$ cat src/design/bsd_pkg.sv
`timescale 1ns / 1ps
`default_nettype none

package bsd_pkg;

    localparam int unsigned QUEUE_DEPTH_DEFAULT = 2;

    localparam logic [7:0] BSLASH    = 8'h5C;
    localparam logic [7:0] ESC_BYTE  = 8'h1B;
    localparam logic [10:0] DEC_HUNDRED = 11'd100;
    localparam logic [10:0] DEC_TEN     = 11'd10;

    typedef enum logic [1:0] {
        ESC_HEX2 = 2'd0,
        ESC_DEC3 = 2'd1,
        ESC_HEX4 = 2'd2,
        ESC_HEX8 = 2'd3
    } esc_kind_t;

    typedef enum logic [1:0] {
        JOB_BYTE = 2'd0,
        JOB_PAIR = 2'd1,
        JOB_ESC  = 2'd2,
        JOB_TAIL = 2'd3
    } job_kind_t;

    typedef logic [7:0][7:0] byte_vec_t;

    typedef struct packed {
        job_kind_t kind;
        esc_kind_t esc;
        logic [2:0] len;
        logic       last;
        byte_vec_t  data;
    } job_t;

    typedef struct packed {
        logic       bad;
        logic [3:0] val;
    } hex_t;

    typedef struct packed {
        logic      valid;
        esc_kind_t kind;
    } letter_t;

    typedef struct packed {
        logic       known;
        logic [7:0] code;
    } simple_t;

    typedef struct packed {
        logic [3:0][7:0] bytes;
        logic [2:0]      count;
        logic            bad;
    } esc_result_t;

    function automatic hex_t hex_val(input logic [7:0] c);
        hex_t r;
        logic [7:0] d;
        r = '0;
        d = '0;
        if (c >= "0" && c <= "9")
        begin
            d = c - "0";
            r.val = d[3:0];
        end
        else if (c >= "a" && c <= "f")
        begin
            d = c - "a" + 8'd10;
            r.val = d[3:0];
        end
        else if (c >= "A" && c <= "F")
        begin
            d = c - "A" + 8'd10;
            r.val = d[3:0];
        end
        else
        begin
            r.bad = 1'b1;
        end
        return r;
    endfunction

    function automatic letter_t kind_of(input logic [7:0] c);
        letter_t r;
        r.valid = 1'b1;
        r.kind  = ESC_HEX2;
        unique case (c)
            "x":     r.kind = ESC_HEX2;
            "0":     r.kind = ESC_DEC3;
            "u":     r.kind = ESC_HEX4;
            "U":     r.kind = ESC_HEX8;
            default: r.valid = 1'b0;
        endcase
        return r;
    endfunction

    function automatic logic [3:0] need_digits(input esc_kind_t k);
        logic [3:0] n;
        unique case (k)
            ESC_HEX2: n = 4'd2;
            ESC_DEC3: n = 4'd3;
            ESC_HEX4: n = 4'd4;
            ESC_HEX8: n = 4'd8;
        endcase
        return n;
    endfunction

    function automatic simple_t simple_map(input logic [7:0] c);
        simple_t r;
        r.known = 1'b1;
        r.code  = c;
        unique case (c)
            "n":      r.code = 8'h0A;
            "r":      r.code = 8'h0D;
            BSLASH:   r.code = BSLASH;
            "a":      r.code = 8'h07;
            "b":      r.code = 8'h08;
            "e", "E": r.code = ESC_BYTE;
            "f":      r.code = 8'h0C;
            "t":      r.code = 8'h09;
            "v":      r.code = 8'h0B;
            default:  r.known = 1'b0;
        endcase
        return r;
    endfunction

    // Completes a digit escape from the digits in the low bytes of d.
    function automatic esc_result_t decode_escape(input esc_kind_t k, input byte_vec_t d);
        esc_result_t r;
        hex_t        h [8];
        logic [10:0] sum;
        logic [2:0]  pairs;
        r = '0;
        sum = '0;
        pairs = 3'd1;
        for (int i = 0; i < 8; i++)
        begin
            h[i] = hex_val(d[i]);
        end
        if (k == ESC_DEC3)
        begin
            sum = 11'(h[0].val) * DEC_HUNDRED + 11'(h[1].val) * DEC_TEN + 11'(h[2].val);
            r.bytes[0] = sum[7:0];
            r.count = 3'd1;
            r.bad = h[0].bad | h[1].bad | h[2].bad;
        end
        else
        begin
            pairs = (k == ESC_HEX2) ? 3'd1 : (k == ESC_HEX4) ? 3'd2 : 3'd4;
            for (int i = 0; i < 4; i++)
            begin
                r.bytes[i] = {h[2 * i].val, h[2 * i + 1].val};
                if (3'(i) < pairs)
                begin
                    r.bad = r.bad | h[2 * i].bad | h[2 * i + 1].bad;
                end
            end
            r.count = pairs;
        end
        return r;
    endfunction

endpackage

`default_nettype wire

$ cat src/design/backslash_escape_decoder.sv
// Decodes a C-style backslash-escaped byte string into raw bytes.
// The input stream carries one raw byte per item, with tlast on the last byte of
// the string. The output stream carries one decoded byte per item, with tlast on
// the last byte when the final input byte yields output, and tuser on an error item.
// A digit escape with a character that is not a hex digit yields one error item
// (data zero, tlast and tuser high); the rest of that string is dropped.
// Plain text and simple escapes run at one item per cycle on both sides while the
// receiver is ready; each accepted item is registered in the queue, then in the
// output buffer. A completed digit escape yields its one to four bytes on
// consecutive cycles while the receiver is ready. A string that ends inside a
// digit escape is first re-parsed by the tail walker, one token per cycle.
// A queue of QUEUE_DEPTH entries sits between the input parser and the output
// side, so the input keeps flowing while results wait to be taken.
// When the receiver stalls, the current result holds and tready drops once the
// queue is full. Reset returns the parser to plain text and empties the queue.
`timescale 1ns / 1ps
`default_nettype none

module backslash_escape_decoder #(
    parameter int unsigned QUEUE_DEPTH = bsd_pkg::QUEUE_DEPTH_DEFAULT
) (
    input  wire logic       clk,
    input  wire logic       rst_n,
    input  wire logic       s_axis_tvalid,
    output logic            s_axis_tready,
    input  wire logic [7:0] s_axis_tdata,   // [7:0] char_in
    input  wire logic       s_axis_tlast,
    output logic            m_axis_tvalid,
    input  wire logic       m_axis_tready,
    output logic [7:0]      m_axis_tdata,   // [7:0] char_out
    output logic            m_axis_tlast,
    output logic            m_axis_tuser    // [0] bad_digit
);
    import bsd_pkg::*;

    logic q_push;
    logic q_full;
    logic q_pop;
    logic q_valid;
    job_t push_job;
    job_t head_job;

    bsd_front u_front (
        .clk           (clk),
        .rst_n         (rst_n),
        .s_axis_tvalid (s_axis_tvalid),
        .s_axis_tdata  (s_axis_tdata),
        .s_axis_tlast  (s_axis_tlast),
        .s_axis_tready (s_axis_tready),
        .q_full        (q_full),
        .q_push        (q_push),
        .q_job         (push_job)
    );

    bsd_queue #(
        .DEPTH (QUEUE_DEPTH)
    ) u_queue (
        .clk      (clk),
        .rst_n    (rst_n),
        .push     (q_push),
        .push_job (push_job),
        .full     (q_full),
        .pop      (q_pop),
        .valid    (q_valid),
        .head     (head_job)
    );

    bsd_back u_back (
        .clk           (clk),
        .rst_n         (rst_n),
        .q_valid       (q_valid),
        .q_job         (head_job),
        .q_pop         (q_pop),
        .m_axis_tvalid (m_axis_tvalid),
        .m_axis_tready (m_axis_tready),
        .m_axis_tdata  (m_axis_tdata),
        .m_axis_tlast  (m_axis_tlast),
        .m_axis_tuser  (m_axis_tuser)
    );

    // An error item always closes its string.
    assert property (@(posedge clk) disable iff (!rst_n)
        (m_axis_tvalid && m_axis_tuser) |-> m_axis_tlast)
        else $error("error item without tlast");

    assert property (@(posedge clk) disable iff (!rst_n)
        q_push |-> !q_full)
        else $error("job pushed into a full queue");

    assert property (@(posedge clk) disable iff (!rst_n)
        q_pop |-> q_valid)
        else $error("job popped from an empty queue");

endmodule

`default_nettype wire

$ cat src/design/bsd_front.sv
`timescale 1ns / 1ps
`default_nettype none

module bsd_front (
    input  wire logic          clk,
    input  wire logic          rst_n,
    input  wire logic          s_axis_tvalid,
    input  wire logic [7:0]    s_axis_tdata,
    input  wire logic          s_axis_tlast,
    output logic               s_axis_tready,
    input  wire logic          q_full,
    output logic               q_push,
    output bsd_pkg::job_t      q_job
);
    import bsd_pkg::*;

    typedef enum logic [1:0] {
        PH_PLAIN,
        PH_BSLASH,
        PH_DIGITS
    } phase_t;

    phase_t     phase_reg, phase_next;
    esc_kind_t  esc_reg, esc_next;
    logic [2:0] held_reg, held_next;
    logic       digit_bad_reg, digit_bad_next;
    logic       skip_reg, skip_next;
    byte_vec_t  store_reg, store_next;

    logic       accept;
    logic [3:0] held_inc;
    hex_t       hc;
    letter_t    kc;
    simple_t    sm;

    assign s_axis_tready = !q_full;
    assign accept = s_axis_tvalid && s_axis_tready;
    assign held_inc = {1'b0, held_reg} + 4'd1;
    assign hc = hex_val(s_axis_tdata);
    assign kc = kind_of(s_axis_tdata);
    assign sm = simple_map(s_axis_tdata);

    always_comb
    begin
        store_next = store_reg;
        if (accept && !skip_reg && phase_reg == PH_DIGITS)
        begin
            store_next[held_reg] = s_axis_tdata;
        end
    end

    always_comb
    begin
        phase_next     = phase_reg;
        esc_next       = esc_reg;
        held_next      = held_reg;
        digit_bad_next = digit_bad_reg;
        skip_next      = skip_reg;
        q_push         = 1'b0;
        q_job.kind     = JOB_BYTE;
        q_job.esc      = esc_reg;
        q_job.len      = held_inc[2:0];
        q_job.last     = s_axis_tlast;
        q_job.data     = '0;
        q_job.data[0]  = s_axis_tdata;

        if (accept)
        begin
            if (skip_reg)
            begin
                // Input after a bad digit is dropped up to the end of the string.
                if (s_axis_tlast)
                begin
                    skip_next = 1'b0;
                end
            end
            else
            begin
                unique case (phase_reg)
                    PH_PLAIN:
                    begin
                        if (s_axis_tdata == BSLASH && !s_axis_tlast)
                        begin
                            phase_next = PH_BSLASH;
                        end
                        else
                        begin
                            q_push = 1'b1;
                        end
                    end
                    PH_BSLASH:
                    begin
                        phase_next = PH_PLAIN;
                        if (kc.valid)
                        begin
                            if (!s_axis_tlast)
                            begin
                                phase_next     = PH_DIGITS;
                                esc_next       = kc.kind;
                                held_next      = 3'd0;
                                digit_bad_next = 1'b0;
                            end
                        end
                        else if (sm.known)
                        begin
                            q_push        = 1'b1;
                            q_job.data[0] = sm.code;
                        end
                        else
                        begin
                            q_push     = 1'b1;
                            q_job.kind = JOB_PAIR;
                        end
                    end
                    PH_DIGITS:
                    begin
                        if (held_inc >= need_digits(esc_reg))
                        begin
                            q_push     = 1'b1;
                            q_job.kind = JOB_ESC;
                            q_job.data = store_next;
                            phase_next = PH_PLAIN;
                            held_next  = 3'd0;
                            if ((digit_bad_reg || hc.bad) && !s_axis_tlast)
                            begin
                                skip_next = 1'b1;
                            end
                        end
                        else if (s_axis_tlast)
                        begin
                            // The string ends inside the escape: the held digits are
                            // decoded again as ordinary text.
                            q_push     = 1'b1;
                            q_job.kind = JOB_TAIL;
                            q_job.data = store_next;
                        end
                        else
                        begin
                            held_next      = held_inc[2:0];
                            digit_bad_next = digit_bad_reg | hc.bad;
                        end
                    end
                    default:
                    begin
                        phase_next = PH_PLAIN;
                    end
                endcase

                if (s_axis_tlast)
                begin
                    phase_next = PH_PLAIN;
                    held_next  = 3'd0;
                end
            end
        end
    end

    always_ff @(posedge clk or negedge rst_n)
    begin
        if (!rst_n)
        begin
            phase_reg     <= PH_PLAIN;
            esc_reg       <= ESC_HEX2;
            held_reg      <= 3'd0;
            digit_bad_reg <= 1'b0;
            skip_reg      <= 1'b0;
        end
        else
        begin
            phase_reg     <= phase_next;
            esc_reg       <= esc_next;
            held_reg      <= held_next;
            digit_bad_reg <= digit_bad_next;
            skip_reg      <= skip_next;
        end
    end

    always_ff @(posedge clk)
    begin
        store_reg <= store_next;
    end

endmodule

`default_nettype wire

$ cat src/design/bsd_queue.sv
`timescale 1ns / 1ps
`default_nettype none

module bsd_queue #(
    parameter int unsigned DEPTH = bsd_pkg::QUEUE_DEPTH_DEFAULT
) (
    input  wire logic          clk,
    input  wire logic          rst_n,
    input  wire logic          push,
    input  wire bsd_pkg::job_t push_job,
    output logic               full,
    input  wire logic          pop,
    output logic               valid,
    output bsd_pkg::job_t      head
);
    import bsd_pkg::*;

    localparam int unsigned PW = $clog2(DEPTH);
    localparam int unsigned CW = $clog2(DEPTH + 1);

    job_t          slot_reg [DEPTH];
    logic [PW-1:0] wr_ptr_reg, wr_ptr_next;
    logic [PW-1:0] rd_ptr_reg, rd_ptr_next;
    logic [CW-1:0] count_reg, count_next;
    logic          do_push, do_pop;

    assign full    = (count_reg == CW'(DEPTH));
    assign valid   = (count_reg != '0);
    assign head    = slot_reg[rd_ptr_reg];
    assign do_push = push && !full;
    assign do_pop  = pop && valid;

    always_comb
    begin
        wr_ptr_next = wr_ptr_reg;
        rd_ptr_next = rd_ptr_reg;
        count_next  = count_reg;
        if (do_push)
        begin
            wr_ptr_next = (wr_ptr_reg == PW'(DEPTH - 1)) ? '0 : wr_ptr_reg + 1'b1;
        end
        if (do_pop)
        begin
            rd_ptr_next = (rd_ptr_reg == PW'(DEPTH - 1)) ? '0 : rd_ptr_reg + 1'b1;
        end
        unique case ({do_push, do_pop})
            2'b10:   count_next = count_reg + 1'b1;
            2'b01:   count_next = count_reg - 1'b1;
            default: count_next = count_reg;
        endcase
    end

    always_ff @(posedge clk or negedge rst_n)
    begin
        if (!rst_n)
        begin
            wr_ptr_reg <= '0;
            rd_ptr_reg <= '0;
            count_reg  <= '0;
        end
        else
        begin
            wr_ptr_reg <= wr_ptr_next;
            rd_ptr_reg <= rd_ptr_next;
            count_reg  <= count_next;
        end
    end

    always_ff @(posedge clk)
    begin
        if (do_push)
        begin
            slot_reg[wr_ptr_reg] <= push_job;
        end
    end

endmodule

`default_nettype wire

$ cat src/design/bsd_back.sv
`timescale 1ns / 1ps
`default_nettype none

module bsd_back (
    input  wire logic          clk,
    input  wire logic          rst_n,
    input  wire logic          q_valid,
    input  wire bsd_pkg::job_t q_job,
    output logic               q_pop,
    output logic               m_axis_tvalid,
    input  wire logic          m_axis_tready,
    output logic [7:0]         m_axis_tdata,
    output logic               m_axis_tlast,
    output logic               m_axis_tuser
);
    import bsd_pkg::*;

    // Tail walker: re-parses held digits as text, one token per cycle.
    logic       walk_reg, walk_next;
    byte_vec_t  tbuf_reg, tbuf_next;
    logic [2:0] trem_reg, trem_next;
    byte_vec_t  wbuf_reg, wbuf_next;
    logic [3:0] wcnt_reg, wcnt_next;
    logic       wbad_reg, wbad_next;

    // Output buffer: drained from the low byte, one item per cycle while the receiver is ready.
    byte_vec_t  obuf_reg, obuf_next;
    logic [3:0] ocnt_reg, ocnt_next;
    logic       ofin_reg, ofin_next;
    logic       obad_reg, obad_next;

    logic        out_take;
    logic        load_ok;
    esc_result_t dec_job;

    logic [7:0]  b0, b1;
    letter_t     wk;
    simple_t     wsm;
    logic [3:0]  wnd;
    logic [3:0]  wnd_take;
    esc_result_t wdec;
    logic [2:0]  step_cnt;
    logic [2:0]  step_take;
    logic [7:0]  step_o0, step_o1;
    logic        step_bad;

    assign out_take = (ocnt_reg != 4'd0) && m_axis_tready;
    assign load_ok  = (ocnt_reg == 4'd0) || (ocnt_reg == 4'd1 && m_axis_tready);
    assign q_pop    = !walk_reg && q_valid && (q_job.kind == JOB_TAIL || load_ok);
    assign dec_job  = decode_escape(q_job.esc, q_job.data);

    assign b0       = tbuf_reg[0];
    assign b1       = tbuf_reg[1];
    assign wk       = kind_of(b1);
    assign wsm      = simple_map(b1);
    assign wnd      = need_digits(wk.kind);
    assign wnd_take = wnd + 4'd2;
    assign wdec     = decode_escape(wk.kind, byte_vec_t'(tbuf_reg >> 16));

    always_comb
    begin
        step_cnt  = 3'd1;
        step_take = 3'd1;
        step_o0   = b0;
        step_o1   = b1;
        step_bad  = 1'b0;
        if (b0 != BSLASH || trem_reg == 3'd1)
        begin
            step_cnt  = 3'd1;
            step_take = 3'd1;
        end
        else if (wk.valid)
        begin
            if ({1'b0, trem_reg} > wnd + 4'd1)
            begin
                step_cnt  = wdec.count;
                step_take = wnd_take[2:0];
                step_o0   = wdec.bytes[0];
                step_o1   = wdec.bytes[1];
                step_bad  = wdec.bad;
            end
            else
            begin
                // Nested escape cut short: backslash and letter dropped, digits follow as text.
                step_cnt  = 3'd0;
                step_take = 3'd2;
            end
        end
        else if (wsm.known)
        begin
            step_cnt  = 3'd1;
            step_take = 3'd2;
            step_o0   = wsm.code;
        end
        else
        begin
            step_cnt  = 3'd2;
            step_take = 3'd2;
            step_o0   = BSLASH;
            step_o1   = b1;
        end
    end

    always_comb
    begin
        walk_next = walk_reg;
        tbuf_next = tbuf_reg;
        trem_next = trem_reg;
        wbuf_next = wbuf_reg;
        wcnt_next = wcnt_reg;
        wbad_next = wbad_reg;
        obuf_next = obuf_reg;
        ocnt_next = ocnt_reg;
        ofin_next = ofin_reg;
        obad_next = obad_reg;

        if (out_take)
        begin
            obuf_next = obuf_reg >> 8;
            ocnt_next = ocnt_reg - 4'd1;
        end

        if (walk_reg)
        begin
            if (trem_reg != 3'd0)
            begin
                if (step_cnt >= 3'd1)
                begin
                    wbuf_next[wcnt_reg[2:0]] = step_o0;
                end
                if (step_cnt >= 3'd2)
                begin
                    wbuf_next[wcnt_reg[2:0] + 3'd1] = step_o1;
                end
                wcnt_next = wcnt_reg + 4'(step_cnt);
                wbad_next = wbad_reg | step_bad;
                trem_next = trem_reg - step_take;
                tbuf_next = tbuf_reg >> {step_take, 3'b000};
            end
            else if (load_ok)
            begin
                walk_next = 1'b0;
                ofin_next = 1'b1;
                if (wbad_reg)
                begin
                    obuf_next = '0;
                    ocnt_next = 4'd1;
                    obad_next = 1'b1;
                end
                else
                begin
                    obuf_next = wbuf_reg;
                    ocnt_next = wcnt_reg;
                    obad_next = 1'b0;
                end
            end
        end
        else if (q_pop)
        begin
            unique case (q_job.kind)
                JOB_BYTE:
                begin
                    obuf_next    = '0;
                    obuf_next[0] = q_job.data[0];
                    ocnt_next    = 4'd1;
                    ofin_next    = q_job.last;
                    obad_next    = 1'b0;
                end
                JOB_PAIR:
                begin
                    obuf_next    = '0;
                    obuf_next[0] = BSLASH;
                    obuf_next[1] = q_job.data[0];
                    ocnt_next    = 4'd2;
                    ofin_next    = q_job.last;
                    obad_next    = 1'b0;
                end
                JOB_ESC:
                begin
                    obuf_next = '0;
                    if (dec_job.bad)
                    begin
                        ocnt_next = 4'd1;
                        ofin_next = 1'b1;
                        obad_next = 1'b1;
                    end
                    else
                    begin
                        for (int i = 0; i < 4; i++)
                        begin
                            obuf_next[i] = dec_job.bytes[i];
                        end
                        ocnt_next = {1'b0, dec_job.count};
                        ofin_next = q_job.last;
                        obad_next = 1'b0;
                    end
                end
                JOB_TAIL:
                begin
                    walk_next = 1'b1;
                    tbuf_next = q_job.data;
                    trem_next = q_job.len;
                    wcnt_next = 4'd0;
                    wbad_next = 1'b0;
                end
            endcase
        end
    end

    always_ff @(posedge clk or negedge rst_n)
    begin
        if (!rst_n)
        begin
            walk_reg <= 1'b0;
            trem_reg <= 3'd0;
            wcnt_reg <= 4'd0;
            wbad_reg <= 1'b0;
            ocnt_reg <= 4'd0;
            ofin_reg <= 1'b0;
            obad_reg <= 1'b0;
        end
        else
        begin
            walk_reg <= walk_next;
            trem_reg <= trem_next;
            wcnt_reg <= wcnt_next;
            wbad_reg <= wbad_next;
            ocnt_reg <= ocnt_next;
            ofin_reg <= ofin_next;
            obad_reg <= obad_next;
        end
    end

    always_ff @(posedge clk)
    begin
        tbuf_reg <= tbuf_next;
        wbuf_reg <= wbuf_next;
        obuf_reg <= obuf_next;
    end

    assign m_axis_tvalid = (ocnt_reg != 4'd0);
    assign m_axis_tdata  = obuf_reg[0];
    assign m_axis_tlast  = ofin_reg && (ocnt_reg == 4'd1);
    assign m_axis_tuser  = obad_reg;

endmodule

`default_nettype wire

$ cat config.mk
export PLATFORM = sky130hd
export DESIGN_NAME = backslash_escape_decoder
export DESIGN_NICKNAME = d
export VERILOG_FILES = /design/src/design/bsd_pkg.sv /design/src/design/backslash_escape_decoder.sv /design/src/design/bsd_front.sv /design/src/design/bsd_queue.sv /design/src/design/bsd_back.sv
export SDC_FILE = /design/constraint.sdc
export NUM_CORES = 1
export LEC_CHECK = 0
export BUFFER_PORTS_ARGS = -buffer_cell sky130_fd_sc_hd__buf_4
export CAP_MARGIN = 20
export CORE_MARGIN = 1
export CORE_UTILIZATION = 69
export CTS_BUF_LIST = sky130_fd_sc_hd__clkbuf_8
export DETAILED_ROUTE_END_ITERATION = 8
export PLACE_DENSITY = 0.91
export SETUP_SLACK_MARGIN = 0.5
export SLEW_MARGIN = 30
export SYNTH_ARGS = -nofsm -noshare
export SYNTH_HDL_FRONTEND = slang
export SYNTH_SLANG_ARGS = --single-unit
$ cat constraint.sdc
create_clock -name clk -period 8.6 [get_ports clk]
set_clock_uncertainty 0.05 [all_clocks]
set_input_delay 1.29 -clock clk [delete_from_list [all_inputs] [get_ports clk]]
set_output_delay 1.29 -clock clk [all_outputs]
set_load 0.05 [all_outputs]
==> out/metrics.cfg <==
[status]
status=finished clean

[cts]
clkTransAtPathRegs_ps=70
clkSinkCount=428
cts_made_buffers=72
clk_latency_ps=650
cts_hold_buf=0
cts_setup_buffers=0
tritoncts=done
cts-htree-levels=3
post_cts_resized=0
cts_buffer_depth=3
root_buffer=clkbuf_8

[logic_synthesis]
synth_edf_count=272
synth-async-reset-ratio=0.06542
ys_seq_elements=428
synthCells=2431
yosysTopAreaCell=edfxtp_1
ys.flop_type=edfxtp_1
netlist_top_cells_area=edfxtp_1 33%, dfxtp_1 10%, mux2i_1 7.2%
postSynthAreaPerCell_sq_um=10.17
synth_area_sq_mm=0.02473
syn_nets=2561
synth.top_cell.area_share=0.3302
yosysUniqueCellTypes=96
ys_seq_area_frac=0.4622
ys_warn_count=0

[power_and_ir_drop]
ir_drop_mv=0.2500
report.power.total_w=0.009603
p_per_area_mw_per_mm2=360.7
p_leak_nw=10.43

[final_layout]
syn2layout_area_growth_pct=7.638
fin_nets=2560
drive_above_1_share=0.1146
diodes=0
mostFrequentLayoutCell=nand2_1
largest_register_ffs=144
layout_common_cells=275 x nand2_1, 272 x edfxtp_1, 180 x o21ai_0

[setup_path]
cp_max_fo=8
path_cells=nor4b_1 > o311ai_0 > a21oi_1 > ha_1 > ha_1 > inv_1 > fa_1 > inv_1 > ha_1 > ha_1 > o21ai_0 > o21ai_0 > a21oi_1 > or4_1 > and4b_1 > or3_1 > nor2_1 > o22ai_1
cp.arrival_ps=6410
required_ps=8900
worstSetupPathType=register to register
worstRegToRegCells=18
cp_num_buf_inv=2
critical-path-top-cell-by-count=ha_1
endpoint_kind=register
worst_r2r_endpoint=u_back.wbuf_reg[39]$_DFFE_PP_
slowest_stage=nor4b_1
cp-start-kind=register
path_delay_family=simple AND/OR/NAND/NOR gates
max_stage_delay_ps=770
crit_path_start=u_back.tbuf_reg[31]$_DFFE_PP_
reg2reg_from=u_back.tbuf_reg[31]$_DFFE_PP_
rrSetupSlack_ps=2500

[timing]
period_minus_slack_ps=6104
setup_viol=0
drv_slew=0
period_share=0.7097
hold_viol_final=0
rsz0062_at_grt=no
worst_pin_slew_ps=1107
max_clock_freq_ghz=0.1638
finalSetupTns_ps=0
relSlewSlack=0.2619

[placed_design]
hpwl_mm=51.67
portBuffers=24
place_congestion=1.016

[die]
ios=25
std_cell_rows=68
initial_utilization=0.7090
dieWidth_microns=191.3
dieArea_sq_mm=0.03661
die_h_microns=191.3
coreArea_sq_mm=0.03488

[route]
ant_nets=0
first_pass_iters=6
via_per_inst=7.014
via_count=20634
avgRoutedWirePerCell_microns=24.94
route.detailed.drc=0
routed_wl_mm=73.36
drt_iter0_drc=2851

[grt]
grt_usage=0.4054
grt_overflow=0
grt_pass1_wl_mm=112.9
antenna_found_initial=0
grt_pass1_vias=19976
grt_max_degree=78

[worst_hold_path]
hold-path-cell-count=2
hp-class=register to register
hp-start=u_front.store_reg[2]$_DFF_P_
min_to=u_front.store_reg[2]$_DFF_P_

[run]
cap_viol_max_count=0

## worst max path at each step
stage | end | depth (start not counted)
finish | u_back.wbuf_reg[39]$_DFFE_PP_ | 18
global route | u_back.wbuf_reg[63]$_DFFE_PP_ | 18
CTS | u_back.wbuf_reg[39]$_DFFE_PP_ | 18
detailed placement | u_back.wbuf_reg[55]$_DFFE_PP_ | 18
global placement | u_back.wbuf_reg[63]$_DFFE_PP_ | 18
floorplan | u_queue.slot_reg[0][0]$_DFFE_PP_ | 6
## tightest hold or removal path, stage by stage, from the launching register on
cell and delay [ps]:
dfxtp_1 300, mux2i_1 80, inv_1 60
## power by group
group / internal, W / switching, W / total (W)
Sequential: 0.00313 / 0.000753 / 0.00388
Clock: 0.000908 / 0.000858 / 0.00177
Combinational: 0.00137 / 0.00259 / 0.00396
Total: 0.00540 / 0.00420 / 0.00960
## metrics by stage
step	area [sq um]	hold WS [ps]	worst slack (ps)	utilization	instances
2_1_floorplan	24730	371.3	2774	-	2431
3_3_place_gp	25200	382.9	3024	0.7223	2810
3_5_place_dp	25230	397.5	2768	0.7232	2810
4_1_cts	26600	414.8	2711	0.7626	2941
5_1_grt	26620	437.7	2241	0.7632	2942
6_report	26620	413.8	2496	0.7632	2942
## cell usage after synthesis (26+ instances only)
cell type  number
inv_1         103
o22ai_1        43
nand3_1        50
dfxtp_1       128
mux2_2         74
dfrtp_1        28
o211ai_1       32
nor2b_1        32
nor2_1        111
and2_1         72
nor3_1         30
o21ai_0       180
mux2i_1       178
ha_1          107
edfxtp_1      272
a211oi_1       30
a21oi_1       140
nand2_1       276
xnor2_1        38
clkbuf_1       94
nand2b_1       26
## metal layers
layer	vias to the layer above	wire length, microns	track usage
li1	8989	-	-
met2	1557	32730	0.6232
met1	9767	27590	0.5308
met5	-	0	0
met3	321	8247	0.07307
met4	0	4790	0.2567
## cell type report
| cell class | instances | area (sq um) |
|---|---|---|
| Sequential cell | 428 | 11440 |
| Timing Repair Buffer | 58 | 436.7 |
| Tap cell | 455 | 569.3 |
| Fill cell | 2224 | 8260 |
| Inverter | 104 | 392.9 |
| Clock inverter | 56 | 340.3 |
| Multi-Input combinational cell | 1766 | 12420 |
| Clock buffer | 75 | 1032 |
## cell families (layout without fill, tap and decap cells)
kind of cell	count (synthesis)	count (layout)	synth area share
xor gates and xnor gates	49	49	0.01735
adders and majority gates	117	117	0.06222
other	1	1	0.0001516
muxes	255	255	0.1074
DFF	428	428	0.4622
AOI/OAI and AO/OA	624	624	0.1631
buffers and inverters	237	293	0.04022
and+or+nand+nor	720	720	0.1474
(Power assumes the default switching activity.)
